[src/rtl/rth_pkg.sv]
package rth_pkg;

  // Hue scale: 1/64 degree per unit.
  localparam logic [14:0] HUE_FULL  = 15'd23040;
  localparam logic [14:0] HUE_OFF_G = 15'd7680;
  localparam logic [14:0] HUE_OFF_B = 15'd15360;

  // Quotient widths of the two long divisions.
  localparam int HUE_QW = 12;  // 3840*x/d stays at or below 3840
  localparam int SAT_QW = 8;   // 255*d/max stays at or below 255

  typedef enum logic [1:0] {
    SEC_RED,
    SEC_GREEN,
    SEC_BLUE
  } sector_t;

  // Payload of one divider stage.
  typedef struct packed {
    logic [19:0]       hrem;  // hue remainder, starts as 3840*|p-q|
    logic [7:0]        hdiv;  // max-min, forced to 1 for a grey pixel
    logic [HUE_QW-1:0] hq;
    logic [15:0]       srem;  // saturation remainder, starts as 255*(max-min)
    logic [7:0]        sdiv;  // max, forced to 1 for a black pixel
    logic [SAT_QW-1:0] sq;
    sector_t           sec;
    logic              neg;   // channel difference is negative
    logic [7:0]        mx;
  } pipe_t;

endpackage

[src/rtl/rgb_to_hsv.sv]
// Channel   Ports                                          Direction
// --------  ---------------------------------------------  ---------
// request   in_valid, in_stall, in_red/green/blue          into block
// result    out_valid, out_stall, out_hue/saturation/value out of block
//
// One pixel enters per clock while in_stall is low; each result passes
// through one front stage, twelve divider steps and one output stage.
// The twelve steps of the long division set the depth: one quotient bit
// per stage for hue, saturation sharing the last eight of them.
// Reset (rst_n low, synchronous) empties every stage.
// A stall on the result side holds only the full stages; empty stages
// further up keep filling, and in_stall rises once the whole pipe is full.
module rgb_to_hsv (
  input  logic        clk,
  input  logic        rst_n,
  input  logic        in_valid,
  output logic        in_stall,
  input  logic [7:0]  in_red,
  input  logic [7:0]  in_green,
  input  logic [7:0]  in_blue,
  output logic        out_valid,
  input  logic        out_stall,
  output logic [14:0] out_hue,
  output logic [7:0]  out_saturation,
  output logic [7:0]  out_value
);
  import rth_pkg::*;

  localparam int NSTEP = HUE_QW;     // divider stages
  localparam int NSTG  = NSTEP + 2;  // front + divider + output
  localparam int OUTS  = NSTG - 1;   // index of the output stage

  logic [NSTG-1:0] vld_r;
  logic [NSTG-1:0] adv;
  pipe_t           pipe_r [NSTEP+1];
  pipe_t           pipe_nxt [NSTEP+1];

  logic [14:0] out_hue_r;
  logic [7:0]  out_saturation_r;
  logic [7:0]  out_value_r;
  logic [14:0] hue_nxt;

  // Advance a stage when it is empty or its successor advances.
  always_comb begin
    adv[OUTS] = !vld_r[OUTS] || !out_stall;
    for (int k = OUTS - 1; k >= 0; k--) begin
      adv[k] = !vld_r[k] || adv[k+1];
    end
  end

  assign in_stall = !adv[0];

  always_ff @(posedge clk) begin
    if (!rst_n) begin
      vld_r <= '0;
    end else begin
      if (adv[0]) begin
        vld_r[0] <= in_valid;
      end
      for (int k = 1; k < NSTG; k++) begin
        if (adv[k]) begin
          vld_r[k] <= vld_r[k-1];
        end
      end
    end
  end

  // Front stage: max, min, sector and the two dividends.
  logic [7:0] fr_mx, fr_mn, fr_d, fr_p, fr_q, fr_x;
  sector_t    fr_sec;

  always_comb begin
    fr_mx = (in_red >= in_green) ? in_red : in_green;
    fr_mx = (fr_mx >= in_blue) ? fr_mx : in_blue;
    fr_mn = (in_red <= in_green) ? in_red : in_green;
    fr_mn = (fr_mn <= in_blue) ? fr_mn : in_blue;
    fr_d  = fr_mx - fr_mn;
    // Ties go to red, then green. A grey pixel lands in red with a zero term.
    priority if (fr_mx == in_red) begin
      fr_sec = SEC_RED;
      fr_p   = in_green;
      fr_q   = in_blue;
    end else if (fr_mx == in_green) begin
      fr_sec = SEC_GREEN;
      fr_p   = in_blue;
      fr_q   = in_red;
    end else begin
      fr_sec = SEC_BLUE;
      fr_p   = in_red;
      fr_q   = in_green;
    end
    fr_x = (fr_p >= fr_q) ? (fr_p - fr_q) : (fr_q - fr_p);

    pipe_nxt[0].hrem = {fr_x, 12'd0} - {4'd0, fr_x, 8'd0};  // 3840*x
    pipe_nxt[0].hdiv = (fr_d == 8'd0) ? 8'd1 : fr_d;
    pipe_nxt[0].hq   = '0;
    pipe_nxt[0].srem = {fr_d, 8'd0} - {8'd0, fr_d};          // 255*d
    pipe_nxt[0].sdiv = (fr_mx == 8'd0) ? 8'd1 : fr_mx;
    pipe_nxt[0].sq   = '0;
    pipe_nxt[0].sec  = fr_sec;
    pipe_nxt[0].neg  = (fr_p < fr_q);
    pipe_nxt[0].mx   = fr_mx;
  end

  // Divider steps: one restoring subtract per stage, MSB first.
  for (genvar k = 1; k <= NSTEP; k++) begin : g_step
    localparam int B = NSTEP - k;
    logic [19:0] hsh;
    assign hsh = 20'(pipe_r[k-1].hdiv) << B;

    if (B < SAT_QW) begin : g_sat
      logic [15:0] ssh;
      assign ssh = 16'(pipe_r[k-1].sdiv) << B;
      always_comb begin
        pipe_nxt[k] = pipe_r[k-1];
        if (pipe_r[k-1].hrem >= hsh) begin
          pipe_nxt[k].hrem  = pipe_r[k-1].hrem - hsh;
          pipe_nxt[k].hq[B] = 1'b1;
        end
        if (pipe_r[k-1].srem >= ssh) begin
          pipe_nxt[k].srem  = pipe_r[k-1].srem - ssh;
          pipe_nxt[k].sq[B] = 1'b1;
        end
      end
    end else begin : g_hue_only
      always_comb begin
        pipe_nxt[k] = pipe_r[k-1];
        if (pipe_r[k-1].hrem >= hsh) begin
          pipe_nxt[k].hrem  = pipe_r[k-1].hrem - hsh;
          pipe_nxt[k].hq[B] = 1'b1;
        end
      end
    end
  end

  always_ff @(posedge clk) begin
    if (adv[0] && in_valid) begin
      pipe_r[0] <= pipe_nxt[0];
    end
    for (int k = 1; k <= NSTEP; k++) begin
      if (adv[k] && vld_r[k-1]) begin
        pipe_r[k] <= pipe_nxt[k];
      end
    end
  end

  // Output stage: add the sector offset and wrap below a full turn.
  logic [14:0] fin_q;
  assign fin_q = 15'(pipe_r[NSTEP].hq);

  always_comb begin
    unique case (pipe_r[NSTEP].sec)
      SEC_RED: begin
        if (!pipe_r[NSTEP].neg || fin_q == 15'd0) begin
          hue_nxt = fin_q;
        end else begin
          hue_nxt = HUE_FULL - fin_q;
        end
      end
      SEC_GREEN: begin
        hue_nxt = pipe_r[NSTEP].neg ? (HUE_OFF_G - fin_q) : (HUE_OFF_G + fin_q);
      end
      SEC_BLUE: begin
        hue_nxt = pipe_r[NSTEP].neg ? (HUE_OFF_B - fin_q) : (HUE_OFF_B + fin_q);
      end
      default: begin
        hue_nxt = '0;
      end
    endcase
  end

  always_ff @(posedge clk) begin
    if (adv[OUTS] && vld_r[OUTS-1]) begin
      out_hue_r        <= hue_nxt;
      out_saturation_r <= pipe_r[NSTEP].sq;
      out_value_r      <= pipe_r[NSTEP].mx;
    end
  end

  assign out_valid      = vld_r[OUTS];
  assign out_hue        = out_hue_r;
  assign out_saturation = out_saturation_r;
  assign out_value      = out_value_r;

`ifndef SYNTH
  a_hue_range : assert property (@(posedge clk) disable iff (!rst_n)
    out_valid |-> out_hue < HUE_FULL)
    else $error("hue out of range");

  a_black : assert property (@(posedge clk) disable iff (!rst_n)
    (out_valid && out_value == 8'd0) |-> (out_saturation == 8'd0 && out_hue == 15'd0))
    else $error("black pixel with nonzero hue or saturation");

  a_full_stall : assert property (@(posedge clk) disable iff (!rst_n)
    in_stall |-> (&vld_r))
    else $error("request stalled with an empty stage");

  a_take : assert property (@(posedge clk) disable iff (!rst_n)
    (in_valid && !in_stall) |=> vld_r[0])
    else $error("accepted request lost at front stage");
`endif

endmodule

[config.mk]
export PLATFORM = sky130hd
export DESIGN_NAME = rgb_to_hsv
export DESIGN_NICKNAME = d
export VERILOG_FILES = /design/src/rtl/rth_pkg.sv /design/src/rtl/rgb_to_hsv.sv
export SDC_FILE = /design/constraint.sdc
export NUM_CORES = 1
export LEC_CHECK = 0
export BUFFER_PORTS_ARGS = -buffer_cell sky130_fd_sc_hd__buf_2
export CAP_MARGIN = 20
export CORE_ASPECT_RATIO = 1.1
export CORE_MARGIN = 5
export CORE_UTILIZATION = 60
export CTS_BUF_LIST = sky130_fd_sc_hd__clkbuf_4 sky130_fd_sc_hd__clkbuf_8
export DETAILED_ROUTE_END_ITERATION = 10
export PLACE_DENSITY = 0.76
export REMOVE_ABC_BUFFERS = 1
export SLEW_MARGIN = 40
export SYNTH_ARGS = -nofsm -noshare
export SYNTH_HDL_FRONTEND = slang
export SYNTH_SLANG_ARGS = --single-unit
export TNS_END_PERCENT = 100
[constraint.sdc]
create_clock -name clk -period 8.4 [get_ports clk]
set_input_delay 0.42 -clock clk [delete_from_list [all_inputs] [get_ports clk]]
set_output_delay 0.42 -clock clk [all_outputs]
set_load 0.05 [all_outputs]
## Word level (Yosys, flattened, before mapping)

Memories as Yosys holds them, arrays and structs flattened.
Index checks and enable logic that the tools add are counted.

| storage, ports and cells | value |
|---|---|
| bits in writable memories | 1,079 |
| output and inout port bits | 33 |
| logic and storage cells | 211 |
| bits of input ports | 28 |
| bits in registers | 45 |
| memories | 1 |

Memories:

| memory | depth | bits a word | rd ports | clocked after memory_dff | wr ports | line | RTL |
|---|---|---|---|---|---|---|---|
| pipe_r | 13 | 83 | 13 | 0 | 13 | rgb_to_hsv.sv:35 | `pipe_t pipe_r [NSTEP+1];` |

| cells by class | value |
|---|---|
| eq/ne operators | 4 |
| add/subtract/negate cells | 30 |
| reduce and logical (&&, ||, !) cells | 50 |
| mux-type cells | 83 |
| $lt $le $gt $ge | 26 |

Operators by type and width:

| operator | number |
|---|---|
| $mux W20 | 12 |
| $mux W16 | 8 |
| $mux W8 | 11 |
| $mux W1 | 46 |
| $mux W15 | 3 |
| $pmux W15 S3 | 1 |
| $sub A20 B16 Y20 | 2 |
| $sub A16 B8 Y16 | 2 |
| $ge A8 B8 Y1 | 3 |
| $sub A8 B8 Y8 | 3 |
| $ge A20 B10 Y1 | 1 |
| $ge A20 B11 Y1 | 1 |
| $ge A20 B12 Y1 | 1 |
| $ge A20 B13 Y1 | 1 |
| $ge A20 B14 Y1 | 1 |
| $ge A20 B15 Y1 | 1 |
| $ge A20 B16 Y1 | 1 |
| $ge A20 B17 Y1 | 1 |
| $ge A20 B18 Y1 | 1 |
| $ge A20 B19 Y1 | 1 |
| $ge A20 B8 Y1 | 1 |
| $ge A20 B9 Y1 | 1 |
| $sub A20 B10 Y20 | 1 |
| $sub A20 B11 Y20 | 1 |
| other kinds (41) | 88 |

## Longest topological paths before layout

Gate-level depths: netlist (run 1).

| depth | value |
|---|---|
| depth after elaboration | 18 |
| mapped depth | 37 |
| depth with buffers taken out | 32 |

## Worst setup path after synthesis (run 1)

Ideal clock, no wire load.

| timing | value |
|---|---|
| kind | in2reg |
| from | input port in_green[2] |
| to | memory pipe_r[0][82] in the netlist's numbering, data pin |
| setup time | 0.274 ns |
| stages on the path | 32 |
| arrival time | 7.359 ns |
| required time | 8.126 ns |
| path slack | 0.767 ns |
| path buffers | 5 |
| path through | clkbuf_1 inv_1 ha_1 o211ai_1 nand3_1 a21oi_1 buf_2 mux2_2 ha_1 a21o_1 a21o_1 a21oi_1 o31a_1 buf_2 mux2_2 xor2_1 a211oi_2 buf_2 mux2_2 ha_1 nor2b_1 or4_4 a21oi_2 buf_4 o21ai_1 xnor2_2 inv_1 ha_1 nor4b_2 o311ai_1 nor2b_4 o311ai_2 |

RTL lines:

| what | line | RTL |
|---|---|---|
| from (decl) | rgb_to_hsv.sv:19 | `input logic [7:0] in_green,` |
| to (decl) | rgb_to_hsv.sv:35 |  |

==> results of run 1 <==
worst min path at each step:
stage,end,slack [ns],cells after the start
floorplan,out_saturation[0],0.40,0
global placement,pipe_r[0][84],0.40,0
detailed placement,out_saturation[7],0.40,0
CTS,pipe_r[0][0],0.10,3
global route,pipe_r[0][0],0.14,3
finish,pipe_r[0][0],0.20,3
placed cells by master (no fill, tap or decap), types with 36 or more instances in the layout:
master,Yosys,final
a21oi_1,185,185
clkbuf_4,0,43
buf_2,8,60
ha_1,223,223
xor2_1,79,79
mux2_2,58,58
mux2i_1,46,46
nor2b_1,60,52
a21boi_0,42,37
nand3_1,46,45
o21ai_0,150,150
nand2b_1,54,54
inv_1,308,308
nor4_1,38,36
nand2_1,162,162
nor2_1,225,224
edfxtp_1,844,844
clkbuf_8,0,137
xnor2_1,107,107
state kept, by name, summed over array words and instances, names as in the netlist:
register / cells
pipe_r: 813
out_hue: 15
vld_r: 14
out_value: 8
out_saturation: 8
stage by stage:
stage	setup TNS (ns)	hold slack [ns]	utilization, %
after floorplan	-6.909	0.4003	-
after global placement	0	0.4006	62.80
after detailed placement	0	0.4045	62.86
after CTS	0	0.1008	67.01
after global routing	0	0.1350	67.05
final	0	0.1959	67.05
cells by family (layout without fill, tap and decap cells):
family                     count (synthesis)  in the layout  share of synthesized area [%]
AOI/OAI and AO/OA                        554            554                          8.509
adders and majority gates                244            244                          7.984
and+or+nand+nor                          754            754                          9.405
xor gates and xnor gates                 190            190                          4.228
other                                      0              1                              0
DFF                                      858            858                          63.72
buffers and inverters                    359            637                          3.385
muxes                                    104            104                          2.769
routing by layer:
metal,part of all wire (%),vias to the layer above
li1,-,11580
met1,38,11170
met2,55,593
met3,4.1,158
met4,3.2,0
met5,0,-
worst max-delay path: cells and delay by family:
| kind | cells | cell delay, ns |
|---|---|---|
| adders and majority gates | 4 | 1.42 |
| muxes | 3 | 1.13 |
| xor gates and xnor gates | 2 | 0.50 |
| AOI/OAI and AO/OA | 12 | 2.51 |
| buffers and inverters | 5 | 1.07 |
| and+or+nand+nor | 5 | 0.97 |
power by group through the flow:
stage	logic, uW	clock network [uW]	registers [uW]
floorplan	1410	0	5170
global placement	1760	0	5210
detailed placement	1870	0	5220
CTS	1880	3580	5140
global route	2100	3800	5150
finish	1910	3470	5140
final cells by class:
class                      count  area [um2]
timing repair buffer          87       535.5
inverter                     309        1160
clock buffer                 180        2208
antenna                        1       2.502
sequential                   858       25620
clock inverter                61       504.2
tap                          858        1074
multi-input combinational   1846       13410
fill                        4483       21880
repair_timing:
| action | in CTS | in global routing |
|---|---|---|
| endpoints found under the hold margin | 12 | 0 |
| hold buffers | 4 | 0 |
| setup buffers | 0 | 0 |
==> flow_summary.toml, run 1 <==
[status]
outcome = "finished, final reports clean"

[place]
port-buffer-count = 60
dpl.hpwl_mm = 48.89
post-place-ws_ns = 0.1563
place_area_mm2 = 0.04174
dp_cells = 3954
place_congestion = 0.9063

[clock_tree]
clockBufferDepth = 3
cts_root_buf = "clkbuf_8"
clock-sinks = 858
cts_buffers = 135
cts.htree.levels = 4
clk_pin_slew_ns = 0.07
tritoncts = "yes"
clk_latency_ns = 0.76
cts_resized = 0

[global_routing]
grt.busiest_layer = "met2"
grt_pass1_wl_mm = 113.6
grt_util_met1_pct = 20.46
grt_util_met3_pct = 4.048
grt_start_max_net_pins = 81
track_usage_pct = 19.00
antenna_found_initial = 1
grt_util_met2_pct = 36.19
first_global_vias = 24300
gr-total-overflow = 0

[floorplan]
die_x_um = 256.8
dieArea_mm2 = 0.07231
die_h_um = 281.5
ios = 61
coreArea_mm2 = 0.06639
initial_core_util_pct = 60.57
rows = 99

[sta]
hold_viol = 0
worst_slack_ns = 0.8291
period_minus_slack_ns = 7.571
relSlewSlack_pct = 45.79
timing.fmax_ghz = 0.1321
tightestPinTransition_ns = 0.8132
fin_crit_sh_pct = 90.13
rsz0062_at_grt = "no"
fin_worst_skew_ns = 0.02968
finalSetupViolations = 0
finalMaxSlewViolations = 0

[synthesis]
yosys_most_used_dff = "edfxtp_1"
synth-seq-cells = 858
synth_edf_count = 844
yosys_warnings = 0
syn_inst = 3063
netlist_area_mm2 = 0.04021
yosysTopAreaCellShare_pct = 63.02
yosysSeqAreaShare_pct = 63.72
synth_most_common_cell = "edfxtp_1"
synth.distinct_cells = 85
ys_async_sr_fraction_pct = 0
yosysTopAreaCell = "edfxtp_1"
synth.top_cells.by_count = "edfxtp_1, inv_1, nor2_1"
avgSynthCellArea_um2 = 13.13
synth_area_leaders = "edfxtp_1, ha_1, inv_1"

[routing]
wl_per_cell_um = 16.17
wl_mm = 67.90
drc_errors = 0
first_pass_iters = 5
ant_nets = 0
vias_per_cell = 5.594
drt-initial-drc-count = 1218
via_count = 23500

[setup_path]
cp_data_required_time_ns = 8.89
reg2reg_depth = 10
rr_endpoint = "pipe_r[0][56]"
worstPathMaxFanout = 30
crit_type = "primary input to flop"
r2r-start = "vld_r[13]"
crit_path_end = "pipe_r[0][82]"
start_kind = "primary input"
worstSetupStartpoint = "in_green[1]"
slowest_delay_ns = 0.46
crit_path_end_kind = "flop"
arrival_ns = 8.06
crit_top_cell = "ha_1"
crit_slowest_cell = "o311ai_1"
reg2reg_slack_ns = 4.60

[pwr]
seqPwrFrac_pct = 48.8
netSwitchingPower_uw = 2766
powerDensity_mw_per_mm2 = 236.3
vdd_drop_max_mv = 0.2937
internal_power_uw = 7752
power.total_uw = 10520
pwr-share-clk_pct = 33.0
pwr-share-comb_pct = 18.2
netSwitchingFraction_pct = 26.30
power_leakage_uw = 0.01634

[cells_and_area]
nets = 3509
final_area_mm2 = 0.04452
drive_gt1_share_pct = 12.27
layoutNonFillerInstCount = 4200
syn_to_final_growth_pct = 10.69

[hold_path]
worstHoldStart = "in_blue[0]"
hold_path_class = "primary input to flop"

[job]
maxCapViolCount = 0
No activity file was read; power rests on OpenSTA's default activity.
==> inputs of run 2 (changes only) <==
--- a/config.mk
+++ b/config.mk
@@ -5,14 +5,15 @@
 export SDC_FILE = /design/constraint.sdc
 export NUM_CORES = 1
 export LEC_CHECK = 0
+export ABC_AREA = 1
 export BUFFER_PORTS_ARGS = -buffer_cell sky130_fd_sc_hd__buf_2
 export CAP_MARGIN = 20
 export CORE_ASPECT_RATIO = 1.1
 export CORE_MARGIN = 5
-export CORE_UTILIZATION = 60
+export CORE_UTILIZATION = 54
 export CTS_BUF_LIST = sky130_fd_sc_hd__clkbuf_4 sky130_fd_sc_hd__clkbuf_8
 export DETAILED_ROUTE_END_ITERATION = 10
-export PLACE_DENSITY = 0.76
+export PLACE_DENSITY = 0.7
 export REMOVE_ABC_BUFFERS = 1
 export SLEW_MARGIN = 40
 export SYNTH_ARGS = -nofsm -noshare
==> run 2 against run 1 <==
Net effect:
- flip-flop and latch count is the same
- largest cell class unchanged
- non-clock buffer count shrank 8
- first-iteration DRC count grew 12%
- combinational power shrank 31%
- critical path depth grew 7
- critical endpoint unchanged
- largest power group unchanged
- count of clock-buffer cells in the layout shrank 5
==> flow_summary.toml, run 2 <==
[synthesis]
synth_edf_count = 844
synth.distinct_cells = 63
syn_inst = 3596
ys_async_sr_fraction_pct = 0
synth_xor_xnor_area_share_pct = 3.922
yosysTopAreaCellShare_pct = 61.68
synth-simple-area-share_pct = 14.11
yosysTopAreaCell = "edfxtp_1"
synth.area.mux_share_pct = 0.05481
yosys_warnings = 0
synth-seq-cells = 858
synth_area_leaders = "edfxtp_1, ha_1, nand2_1"
yosys.area_share.adder_pct = 7.814
synth-compound-area-share_pct = 6.328
netlist_area_mm2 = 0.04109
yosys_most_used_dff = "edfxtp_1"
yosysSeqAreaShare_pct = 62.36
synth_most_common_cell = "edfxtp_1"
synth.top_cells.by_count = "edfxtp_1, nand2_1, inv_1"
synth_top_family_by_area = "simple AND/OR/NAND/NOR gates"
avgSynthCellArea_um2 = 11.43

[setup_path]
worstSetupStartpoint = "in_green[7]"
start_kind = "primary input"
crit_slowest_cell = "fa_1"
crit_path_end_kind = "flop"
cp_data_required_time_ns = 8.90
slowest_delay_ns = 0.42
r2r-start = "vld_r[13]"
reg2reg_slack_ns = 5.07
worstPathMaxFanout = 33
crit_top_cell = "nand2_1"
rr_endpoint = "pipe_r[0][32]"
arrival_ns = 6.87
crit_type = "primary input to flop"
reg2reg_depth = 18

[place]
place_congestion = 0.8954
dp_cells = 4655
post-place-ws_ns = 1.321
dpl.hpwl_mm = 51.39
port-buffer-count = 60

[cells_and_area]
layoutNonFillerInstCount = 4890
syn_to_final_growth_pct = 9.946
drive_gt1_share_pct = 11.39
final_util_pct = 59.65
nets = 4041
top_register = "pipe_r"
most-common-layout-cells = "edfxtp_1, nand2_1, inv_1, nor2_1, ha_1"
mostFrequentLayoutCell = "edfxtp_1"
largest_reg_flops = 813

[global_routing]
track_usage_pct = 17.00
gr-total-overflow = 0
grt_start_max_net_pins = 72
antenna_found_initial = 1
grt_pass1_wl_mm = 113.8
first_global_vias = 24530

[floorplan]
die_h_um = 299.3
ios = 61
initial_core_util_pct = 54.26
rows = 106
die_x_um = 273.0
coreArea_mm2 = 0.07573
dieArea_mm2 = 0.08171

[clock_tree]
tritoncts = "yes"
clockBufferDepth = 3
clock-sinks = 858
postCtsSetupRepairBufs = 0
cts_buffers = 134
clk_pin_slew_ns = 0.06
cts.htree.levels = 4
cts_root_buf = "clkbuf_8"
cts_resized = 0
clk_latency_ns = 0.75

[sta]
period_minus_slack_ns = 6.372
worst_slack_ns = 2.028
fin_worst_skew_ns = 0.03010
relSlewSlack_pct = 46.72
timing.fmax_ghz = 0.1569
finalSetupViolations = 0
finalMaxSlewViolations = 0
tightestPinTransition_ns = 0.7992
hold_viol = 0
rsz0062_at_grt = "no"
fin_hold_ws_ns = 0.1447
fin_setup_tns_ns = 0
fin_crit_sh_pct = 75.85

[pwr]
powerDensity_mw_per_mm2 = 212.4
vdd_drop_max_mv = 0.1309
power_leakage_uw = 0.01805

[routing]
drc_errors = 0
first_pass_iters = 7
ant_nets = 0
wl_per_cell_um = 13.99
via_count = 24640
drt-initial-drc-count = 1363
vias_per_cell = 5.039
wl_mm = 68.42

[job]
maxCapViolCount = 0

[status]
outcome = "finished, final reports clean"

[hold_path]
whs_endpoint = "vld_r[7]"
hold_path_class = "primary input to flop"
hold_depth = 3
worstHoldStart = "rst_n"
-- run 2: cell count changes after synthesis, moves of 32 or more --
cell | previous run | this run
inv_1 | 308 | 502
xnor2_1 | 107 | 74
nand2_1 | 162 | 603
nand2b_1 | 54 | 0
nand3_2 | 0 | 32
mux2i_1 | 46 | 0
nor2b_1 | 60 | 0
nand3_1 | 46 | 157
a21boi_0 | 42 | 4
nor2_1 | 225 | 286
mux2_2 | 58 | 2
-- run 2: cells by family after synthesis --
family / count (synthesis)
AO/OA/AOI/OAI: 471
XOR/XNOR: 184
adder cells (fa/ha/maj): 244
flip-flops: 858
AND/OR/NAND/NOR: 1277
buffers and inverters: 560
multiplexers: 2
-- run 2: critical path: cells and delay by family --
family | cells | cell delay, ns
compound gates | 4 | 0.76
fa+ha+maj | 5 | 1.61
buf+inv | 4 | 0.64
simple gates | 25 | 3.39
-- run 2: where the power goes --
part / switching (uW) / internal, uW / leakage, uW
clock: 1500 / 1750 / 0.00130
combinational: 868 / 454 / 0.00899
sequential: 78.5 / 4950 / 0.00776
total: 2440 / 7150 / 0.0181
-- run 2: timing repair --
| action | in CTS | in global routing |
|---|---|---|
| hold endpoints to repair | 2 | 0 |
| hold buffers | 2 | 0 |
| setup endpoints to repair | 0 | 0 |
-- run 2: layout make-up --
type / instances / area [um2]
well taps: 1026 / 1284
inverters: 518 / 1947
multi-input cells: 2178 / 13330
repair buffers: 79 / 488.0
clock inverters: 55 / 330.3
clock buffers: 175 / 2171
diodes: 1 / 2.502
fillers: 5994 / 30560
flip-flops and latches: 858 / 25620
-- run 2: worst max-delay path by stage --
stage	slack (ns)	depth (start not counted)	to
2_1_floorplan	2.35	37	pipe_r[0][82]
3_3_place_gp	1.38	39	pipe_r[0][80]
3_5_place_dp	1.32	38	pipe_r[0][80]
4_1_cts	2.18	38	pipe_r[0][82]
5_1_grt	1.45	41	pipe_r[0][80]
6_report	2.03	38	pipe_r[0][82]
-- run 2: stage by stage --
| stage | cell area (um2) | power, uW |
|---|---|---|
| detailed placement | 42600 | 6436 |
| floorplan | 40820 | 6066 |
| CTS | 45120 | 9721 |
| global route | 45170 | 10100 |
| global placement | 42570 | 6421 |
| finish | 45170 | 9593 |
-- run 2: routing by layer --
layer  GRT usage [%]  part of all wire [%]  vias up
met5               0                     0        -
met1           18.00                    38    11440
met4           6.859                   3.0        0
li1                -                     -    12700
met3           3.274                   3.3      140
met2           32.89                    55      370
